===== config.mk =====
export PLATFORM = sky130hd
export DESIGN_NAME = cpu8_alu_with_condition_codes_unit
export DESIGN_NICKNAME = d
export VERILOG_FILES = /design/src/design/m68_alu_pkg.sv /design/src/design/m68_alu_core.sv /design/src/design/cpu8_alu_with_condition_codes_unit.sv
export SDC_FILE = /design/constraint.sdc
export NUM_CORES = 1
export LEC_CHECK = 0
export CAP_MARGIN = 20
export CORE_UTILIZATION = 41
export DETAILED_ROUTE_END_ITERATION = 12
export DONT_BUFFER_PORTS = 1
export GPL_TIMING_DRIVEN = 0
export SYNTH_ARGS = -nofsm -noshare
export SYNTH_HDL_FRONTEND = slang
export SYNTH_SLANG_ARGS = --single-unit

===== constraint.sdc =====
create_clock -name clock -period 5.11 [get_ports clock]
set_input_delay 1.022 -clock clock [delete_from_list [all_inputs] [get_ports clock]]
set_output_delay 1.022 -clock clock [all_outputs]
set_load 0.01 [all_outputs]

===== src/design/m68_alu_pkg.sv =====
`default_nettype none

package m68_alu_pkg;

   typedef enum logic [4:0] {
      OP_ADD   = 5'd0,
      OP_ADC   = 5'd1,
      OP_AND   = 5'd2,
      OP_ASL   = 5'd3,
      OP_ASR   = 5'd4,
      OP_COM   = 5'd5,
      OP_LSR   = 5'd6,
      OP_NEG   = 5'd7,
      OP_OR    = 5'd8,
      OP_ROL   = 5'd9,
      OP_ROR   = 5'd10,
      OP_SUB   = 5'd11,
      OP_SUB16 = 5'd12,
      OP_SBC   = 5'd13,
      OP_TST   = 5'd14,
      OP_XOR   = 5'd15,
      OP_CLR   = 5'd16,
      OP_DAA   = 5'd17,
      OP_DEC   = 5'd18,
      OP_INC   = 5'd19
   } op_type;

   localparam int unsigned FLAG_C = 0;
   localparam int unsigned FLAG_V = 1;
   localparam int unsigned FLAG_Z = 2;
   localparam int unsigned FLAG_N = 3;
   localparam int unsigned FLAG_H = 4;

   localparam logic [7:0] DAA_LOW_FIX  = 8'h06;
   localparam logic [7:0] DAA_HIGH_FIX = 8'h60;
   localparam logic [7:0] BYTE_MIN_NEG = 8'h80;
   localparam logic [7:0] BYTE_MAX_POS = 8'h7F;

   typedef struct packed {
      op_type      op;
      logic [15:0] a;
      logic [15:0] b;
      logic [4:0]  flags;
   } alu_req_type;

   typedef struct packed {
      logic [15:0] result;
      logic [4:0]  flags;
   } alu_rsp_type;

endpackage

`default_nettype wire


===== src/design/m68_alu_core.sv =====
`default_nettype none

module m68_alu_core (
   input  m68_alu_pkg::alu_req_type req,
   output m68_alu_pkg::alu_rsp_type rsp
);
   import m68_alu_pkg::*;

   function automatic logic [4:0] nz_upd(input logic [4:0] f, input logic [7:0] r8);
      logic [4:0] g;
      g = f;
      g[FLAG_N] = r8[7];
      g[FLAG_Z] = (r8 == 8'h00);
      return g;
   endfunction

   logic [7:0]  a8;
   logic [7:0]  b8;
   logic        cin;
   logic        cin_add;
   logic        bin;
   logic [7:0]  sub_b;
   logic [8:0]  sum9;
   logic [4:0]  half5;
   logic [8:0]  diff9;
   logic [15:0] diff16;
   logic        lo_gt9;
   logic        hi_gt9;
   logic        hi_gt8;
   logic        high_fix;
   logic [7:0]  corr;
   logic [7:0]  r8;
   logic [4:0]  f;

   assign a8      = req.a[7:0];
   assign b8      = req.b[7:0];
   assign cin     = req.flags[FLAG_C];
   assign cin_add = (req.op == OP_ADC) ? cin : 1'b0;
   assign bin     = (req.op == OP_SBC) ? cin : 1'b0;
   assign sub_b   = (req.op == OP_TST) ? 8'h00 : b8;
   assign sum9    = {1'b0, a8} + {1'b0, b8} + {8'h00, cin_add};
   assign half5   = {1'b0, a8[3:0]} + {1'b0, b8[3:0]} + {4'h0, cin_add};
   assign diff9   = {1'b0, a8} - {1'b0, sub_b} - {8'h00, bin};
   assign diff16  = req.a - req.b;

   assign lo_gt9   = (a8[3:0] > 4'd9);
   assign hi_gt9   = (a8[7:4] > 4'd9);
   assign hi_gt8   = (a8[7:4] > 4'd8);
   assign high_fix = cin | hi_gt9 | (hi_gt8 & lo_gt9);
   assign corr     = ((req.flags[FLAG_H] | lo_gt9) ? DAA_LOW_FIX : 8'h00)
                   | (high_fix ? DAA_HIGH_FIX : 8'h00);

   always_comb begin
      f  = req.flags;
      r8 = 8'h00;
      rsp.result = 16'h0000;
      case (req.op)
         OP_ADD, OP_ADC: begin
            r8 = sum9[7:0];
            f = nz_upd(f, r8);
            f[FLAG_H] = half5[4];
            f[FLAG_C] = sum9[8];
            f[FLAG_V] = (a8[7] & b8[7] & ~r8[7]) | (~a8[7] & ~b8[7] & r8[7]);
         end
         OP_SUB, OP_SBC, OP_TST: begin
            r8 = diff9[7:0];
            f = nz_upd(f, r8);
            f[FLAG_C] = diff9[8];
            f[FLAG_V] = (a8[7] & ~sub_b[7] & ~r8[7]) | (~a8[7] & sub_b[7] & r8[7]);
         end
         OP_AND: begin
            r8 = a8 & b8;
            f = nz_upd(f, r8);
            f[FLAG_V] = 1'b0;
         end
         OP_OR: begin
            r8 = a8 | b8;
            f = nz_upd(f, r8);
            f[FLAG_V] = 1'b0;
         end
         OP_XOR: begin
            r8 = a8 ^ b8;
            f = nz_upd(f, r8);
            f[FLAG_V] = 1'b0;
         end
         OP_COM: begin
            r8 = ~a8;
            f = nz_upd(f, r8);
            f[FLAG_V] = 1'b0;
            f[FLAG_C] = 1'b1;
         end
         OP_ASL, OP_ROL: begin
            r8 = {a8[6:0], (req.op == OP_ROL) ? cin : 1'b0};
            f = nz_upd(f, r8);
            f[FLAG_C] = a8[7];
            f[FLAG_V] = r8[7] ^ a8[7];
         end
         OP_ASR, OP_LSR, OP_ROR: begin
            case (req.op)
               OP_ASR:  r8 = {a8[7], a8[7:1]};
               OP_ROR:  r8 = {cin, a8[7:1]};
               default: r8 = {1'b0, a8[7:1]};
            endcase
            f = nz_upd(f, r8);
            f[FLAG_C] = a8[0];
            f[FLAG_V] = r8[7] ^ a8[0];
         end
         OP_NEG: begin
            r8 = 8'h00 - a8;
            f = nz_upd(f, r8);
            f[FLAG_C] = (r8 != 8'h00);
            f[FLAG_V] = (r8 == BYTE_MIN_NEG);
         end
         OP_SUB16: begin
            f[FLAG_N] = diff16[15];
            f[FLAG_Z] = (diff16 == 16'h0000);
            f[FLAG_V] = (req.a[15] & ~req.b[15] & ~diff16[15])
                      | (~req.a[15] & req.b[15] & diff16[15]);
         end
         OP_CLR: begin
            f = 5'b00000;
            f[FLAG_H] = req.flags[FLAG_H];
            f[FLAG_Z] = 1'b1;
         end
         OP_DAA: begin
            r8 = a8 + corr;
            f = nz_upd(f, r8);
            f[FLAG_C] = high_fix;
         end
         OP_DEC: begin
            r8 = a8 - 8'h01;
            f = nz_upd(f, r8);
            f[FLAG_V] = (a8 == BYTE_MIN_NEG);
         end
         OP_INC: begin
            r8 = a8 + 8'h01;
            f = nz_upd(f, r8);
            f[FLAG_V] = (a8 == BYTE_MAX_POS);
         end
         default: begin
            r8 = 8'h00;
         end
      endcase
      rsp.result = (req.op == OP_SUB16) ? diff16 : {8'h00, r8};
      rsp.flags  = f;
   end

endmodule

`default_nettype wire


===== src/design/cpu8_alu_with_condition_codes_unit.sv =====
// 8-bit accumulator ALU (plus a 16-bit OP_SUB16) with H, N, Z, V, C condition
// codes. Each transaction carries an opcode, two operands and the incoming
// flags; one transaction returns the result and the updated flags. Throughput
// is one transaction per clock unless rsp_ready holds back results. The input
// register loads at acceptance, and the result register, which drives rsp_valid,
// loads from it when the output side is free, with one pass of ALU logic between.
// Flags an operation does not write pass through; unused opcodes return zero.
`default_nettype none

module cpu8_alu_with_condition_codes_unit (
   input  wire logic        clock,
   input  wire logic        reset,
   input  wire logic        req_valid,
   output logic             req_ready,
   input  wire logic [4:0]  req_type,
   input  wire logic [15:0] req_operand_a,
   input  wire logic [15:0] req_operand_b,
   input  wire logic [4:0]  req_flags_in,
   output logic             rsp_valid,
   input  wire logic        rsp_ready,
   output logic [15:0]      rsp_result,
   output logic [4:0]       rsp_flags_out
);
   import m68_alu_pkg::*;

   logic        stage_valid_ff;
   logic        stage_valid_in;
   alu_req_type stage_ff;
   alu_req_type stage_in;
   logic        out_valid_ff;
   logic        out_valid_in;
   alu_rsp_type out_ff;
   alu_rsp_type core_rsp;
   logic        out_ready;
   logic        stage_move;
   logic        req_take;

   assign out_ready  = ~out_valid_ff | rsp_ready;
   assign stage_move = stage_valid_ff & out_ready;
   assign req_ready  = ~stage_valid_ff | out_ready;
   assign req_take   = req_valid & req_ready;

   assign stage_in.op    = op_type'(req_type);
   assign stage_in.a     = req_operand_a;
   assign stage_in.b     = req_operand_b;
   assign stage_in.flags = req_flags_in;

   assign stage_valid_in = req_take | (stage_valid_ff & ~out_ready);
   assign out_valid_in   = stage_move | (out_valid_ff & ~rsp_ready);

   m68_alu_core u_core (
      .req (stage_ff),
      .rsp (core_rsp)
   );

   always_ff @(posedge clock) begin
      if (reset) begin
         stage_valid_ff <= 1'b0;
         out_valid_ff   <= 1'b0;
      end else begin
         stage_valid_ff <= stage_valid_in;
         out_valid_ff   <= out_valid_in;
      end
   end

   always_ff @(posedge clock) begin
      if (req_take) begin
         stage_ff <= stage_in;
      end
      if (stage_move) begin
         out_ff <= core_rsp;
      end
   end

   assign rsp_valid     = out_valid_ff;
   assign rsp_result    = out_ff.result;
   assign rsp_flags_out = out_ff.flags;

endmodule

`default_nettype wire


# [Word level (Yosys, flattened, before mapping)]
# Cells that the tools add are included.
[word_totals] output_inout_bits=23 reg_bits=65 inputBits=46
[classes] eq_ne=22 addsub=11 n_mux=13 n_lt_le_gt_ge=3 n_bitwise=46 reduce_logical=19
[op_table] cell="$logic_not A8 Y1" n=12
[op_table] cell="$pmux W8 S12" n=1
[op_table] cell="$pmux W3 S14" n=1
[op_table] cell="$eq A5 B4 Y1 const B" n=8
[op_table] cell="$mux W8" n=3
[op_table] cell="$eq A5 B3 Y1 const B" n=4
[op_table] cell="$eq A5 B5 Y1 const B" n=4
[op_table] cell="$and A1 B1 Y1" n=17
[op_table] cell="$eq A8 B8 Y1 const B" n=2
[op_table] cell="$logic_not A16 Y1" n=1
[op_table] cell="$or A8 B8 Y8" n=2
[op_table] cell="$pmux W8 S2" n=1
[op_table] cell="$sub A16 B16 Y16" n=1
[op_table] cell="$gt A4 B4 Y1 const B" n=3
[op_table] cell="$not A1 Y1" n=12
[op_table] cell="$eq A5 B2 Y1 const B" n=2
[op_table] cell="$or A1 B1 Y1" n=10
[op_table] cell="$add A8 B8 Y9" n=1
[op_table] cell="$add A9 B1 Y9" n=1
[op_table] cell="$sub A8 B8 Y9" n=1
[op_table] cell="$sub A9 B1 Y9" n=1
[op_table] cell="$add A8 B1 Y8 const B" n=1
[op_table] cell="$add A8 B8 Y8" n=1
[op_table] cell="$and A8 B8 Y8" n=1
[op_table] cell="other kinds (17)" n=23

# [Depth between registers and ports, before layout]
[logic_depth] ltp_word=8 mapped_depth=17 mapped_depth_nobuf=16

# [Modules after synthesis]
# From an unflattened synthesis, not the netlist that was laid out.
[hier_totals] cells_unflattened=680 hier_area_um2=6075.8
[by_module_without_submodules] mod="m68_alu_core" instances=1 area_per_inst_um2=4080.2 seq_area_each_um2=0.0 cells_per_inst=607
[by_module_without_submodules] mod="cpu8_alu_with_condition_codes_unit" instances=1 area_per_inst_um2=1995.7 seq_area_each_um2=1931.9 cells_per_inst=73

# [Worst setup path before layout]
# Ideal clock, no wire load.
[synth_path] path_type="register -> register" start="reg stage_ff[22] in the netlist's numbering" end="reg out_ff (netlist bit rsp_flags_out[2]) (data pin)" path_stages_with_launch=17 period_less_slack_ps=3693 required_ps=4842 path_slack_ps=1417 arrival_ps=3425 path_cell_list="edfxtp_1 -> clkbuf_1 -> inv_1 -> ha_1 -> clkbuf_1 -> nor2_1 -> o21ai_0 -> nand2b_1 -> ha_1 -> inv_1 -> fa_1 -> o31ai_1 -> xnor2_1 -> a32oi_1 -> nand3_1 -> o32ai_1 -> o41ai_1"
[synth_rtl] item="start, declared" line_no="cpu8_alu_with_condition_codes_unit.sv:28" rtl="alu_req_type stage_ff;"
[synth_rtl] item="start signal, assigned" line_no="cpu8_alu_with_condition_codes_unit.sv:68" rtl="stage_ff <= stage_in;"
[synth_rtl] item="end signal, assigned" line_no="cpu8_alu_with_condition_codes_unit.sv:71" rtl="out_ff <= core_rsp;"
[synth_rtl] item="end, declared" line_no="cpu8_alu_with_condition_codes_unit.sv:32" rtl="alu_rsp_type out_ff;"

==> metrics <==
Period minus WS final=4680 ps; top cell type's share of synthesized area=0.312; largest net degree at the start of global routing=32; DIE AREA=0.0153 mm²; period utilization=0.916; CP required=5180 ps; status=finished clean; Total GRT Usage=0.281; PostCTS Resize Cnt=0; die span in x=124 µm; RSZ-0062 raised after global routing=no; global-route wire length before repair=31000 µm; post-synth top area cell=edfxtp_1; vias in the first global route=5333; Synth warnings=0; Post-route DRC=0; Initial Util=0.419; number of flops mapped to enable cells by yosys=63; TritonCTS Sinks=65; Synth Cell Area=0.00607 mm²; via/cell ratio=6.26; n_diodes=0; Final Hold Vio Count=0; total gr overflow=0; Seq cells post-synth=65; CTS tree=built; IO buf count=0; crit end category=register; Placement Rows=44; Die Ht=124 µm; clock latency on the worst-skew pair=340 ps; Post-CTS Setup Inserts=1; WHS=513 ps; endpoints failing setup=0; final std cells w/o fill=880; Clock Skews=8.35 ps; DRT iter0 DRCs=477; GP Congestion=1.06; core area=0.0145 mm²; Top-Level Pins=69; Post-Syn Instances=675; Setup CP Type=register to register; Syn Nets=788; TritonRoute pass-1 iters=5; Area growth, synth to finish=9.69%; synth top area cells=edfxtp_1 (31%), ha_1 (13%), xnor2_1 (4.5%); synthesized area per cell=8.99 µm²; DP Cell Count=861; Post-synth top flop=edfxtp_1; Async SR Flop Fraction=0; crit start category=register; DRT Wirelength=20400 µm; Slew Viols, Final=0; via total after detailed routing=5505; Num CTS Buffers=9; CP Max Fanout=10; CTS clk-pin slew, worst paths=60 ps; Multi-input gate area=0.00377 mm²; worst-margin pin slew=1190 ps; Slew HR=0.200; hpwl dp=16200 µm; Bufs on Longest Clock Path=2; antenna violations before repair=0; CTS H-Tree Depth=3; Worst Hold Class=register to register; VDD IR max=0.346 mV; PD cells=266 mW/mm²; crit path DAT=4750 ps; Seq. cell area=0.00193 mm²; Leakage=0.00259 µW; Wirelength per Cell=23.2 µm; hold_buf cts=0; Final #Nets=804; Max Freq=214 MHz; filler cell count=1430; Max Cap Viol=0; share of cells above drive strength 1=0.0733; Root Driver=clkbuf_16; Routed Antenna Nets=0; Netlist cell types=78; sequential fraction of the synthesis area=0.318
[placed cells by master, fill, tap and decap left out, types with 4 or more instances in the layout]
master and count:
buf_2 9, a221o_1 4, edfxtp_1 63, o211ai_1 7, fa_1 6, o22ai_1 11
xnor2_1 31, nand4_1 11, o21ai_0 24, clkbuf_16 9, a211oi_1 6, nor3_1 26
ha_1 61, nand3_1 25, mux2i_1 7, o21bai_1 5, a221oi_1 13, buf_4 5
nand2_1 48, o221ai_1 4, and3_1 11, nor4_1 10, and2_1 8, a31oi_1 7
o21a_1 4, a21o_1 5, a21oi_1 32, inv_1 57, o2111ai_1 7, nor2_1 61
nor2b_1 11, xor2_1 9, nor3b_1 4, clkbuf_1 14
[synthesized netlist by cell type, drive strengths merged (4+ instances only)]
cell type,number
a21o,5
nor3b,4
xnor2,31
a2111oi,4
o22ai,11
a21oi,32
o21bai,5
nor2,62
a221oi,14
nor4,12
nand2,48
ha,61
nand4,11
o21ai,25
buf,16
nand3,26
and2,9
a221o,4
inv,57
o211ai,7
mux2i,7
o221ai,4
o2111ai,7
xor2,9
o21a,4
nor2b,13
fa,6
a31oi,7
and3,11
clkbuf,14
nor3,26
a211oi,7
edfxtp,63
[worst max-delay path, stage by stage (launching register included)]
cell	delay [ps]
edfxtp_1	440
clkbuf_1	500
inv_1	280
ha_1	250
clkbuf_1	230
nor2_1	140
o21ai_0	180
nand2b_1	220
ha_1	190
inv_1	50
fa_1	480
o31ai_1	350
xnor2_1	180
a32oi_1	220
nand3_1	130
o32ai_1	420
o41ai_1	140
[path summary, 6_finish.rpt]
path,from,endpoint,slack (ps),depth (start not counted)
worst min register to register,stage_valid_ff,rsp_valid,510,2
worst min-delay path,stage_valid_ff,rsp_valid,510,2
worst max-delay path,stage_ff[22],rsp_flags_out[2],430,16
worst max register to register,stage_ff[22],rsp_flags_out[2],430,16
[through the flow]
| stage | setup TNS, ps | worst slack, ps | total power (µW) | area [µm²] | utilization |
|---|---|---|---|---|---|
| 5_1_grt | 0 | 210 | 1850 | 6660 | 0.460 |
| 2_1_floorplan | 0 | 1420 | 1010 | 6070 | - |
| 3_3_place_gp | -43.8 | -43.8 | 1150 | 6300 | 0.435 |
| 6_report | 0 | 430 | 1770 | 6660 | 0.460 |
| 3_5_place_dp | -29.6 | -29.6 | 1150 | 6340 | 0.438 |
| 4_1_cts | 0 | 41.4 | 1770 | 6640 | 0.459 |
[routing by layer]
metal	wire length, µm	global-route usage	up-vias
li1	-	-	2548
met3	1650	0.0636	64
met2	9120	0.434	257
met1	8650	0.363	2636
met5	0	0	-
met4	994	0.154	0
[power by group]
part	internal [µW]	switching, µW	total [µW]
Clock	376	241	618
Combinational	182	319	501
Sequential	625	29.5	655
[cell families (layout without fill, tap and decap cells)]
family / after synthesis / in the layout / share of synthesized area
simple gates: 249 / 249 / 0.219
compound gates: 158 / 158 / 0.186
buf+inv: 89 / 110 / 0.0618
fa+ha+maj: 67 / 67 / 0.146
flops: 65 / 65 / 0.318
xor+xnor: 40 / 40 / 0.0577
mux: 7 / 7 / 0.0115
[final cells by class]
type                    count  share of cell area
repair buffers              5             0.00864
plain buffers              30              0.0231
clock inverters             7              0.0107
flip-flops and latches     65               0.290
well taps                 184              0.0346
clock buffers               9              0.0338
multi-input cells         521               0.566
inverters                  59              0.0333
[sequential cells by signal, summed over array words and instances, names as in the netlist]
name / cells
rsp_flags_out: 5
stage_valid_ff: 1
rsp_result: 16
stage_ff: 42
rsp_valid: 1
(Power assumes the default switching activity.)
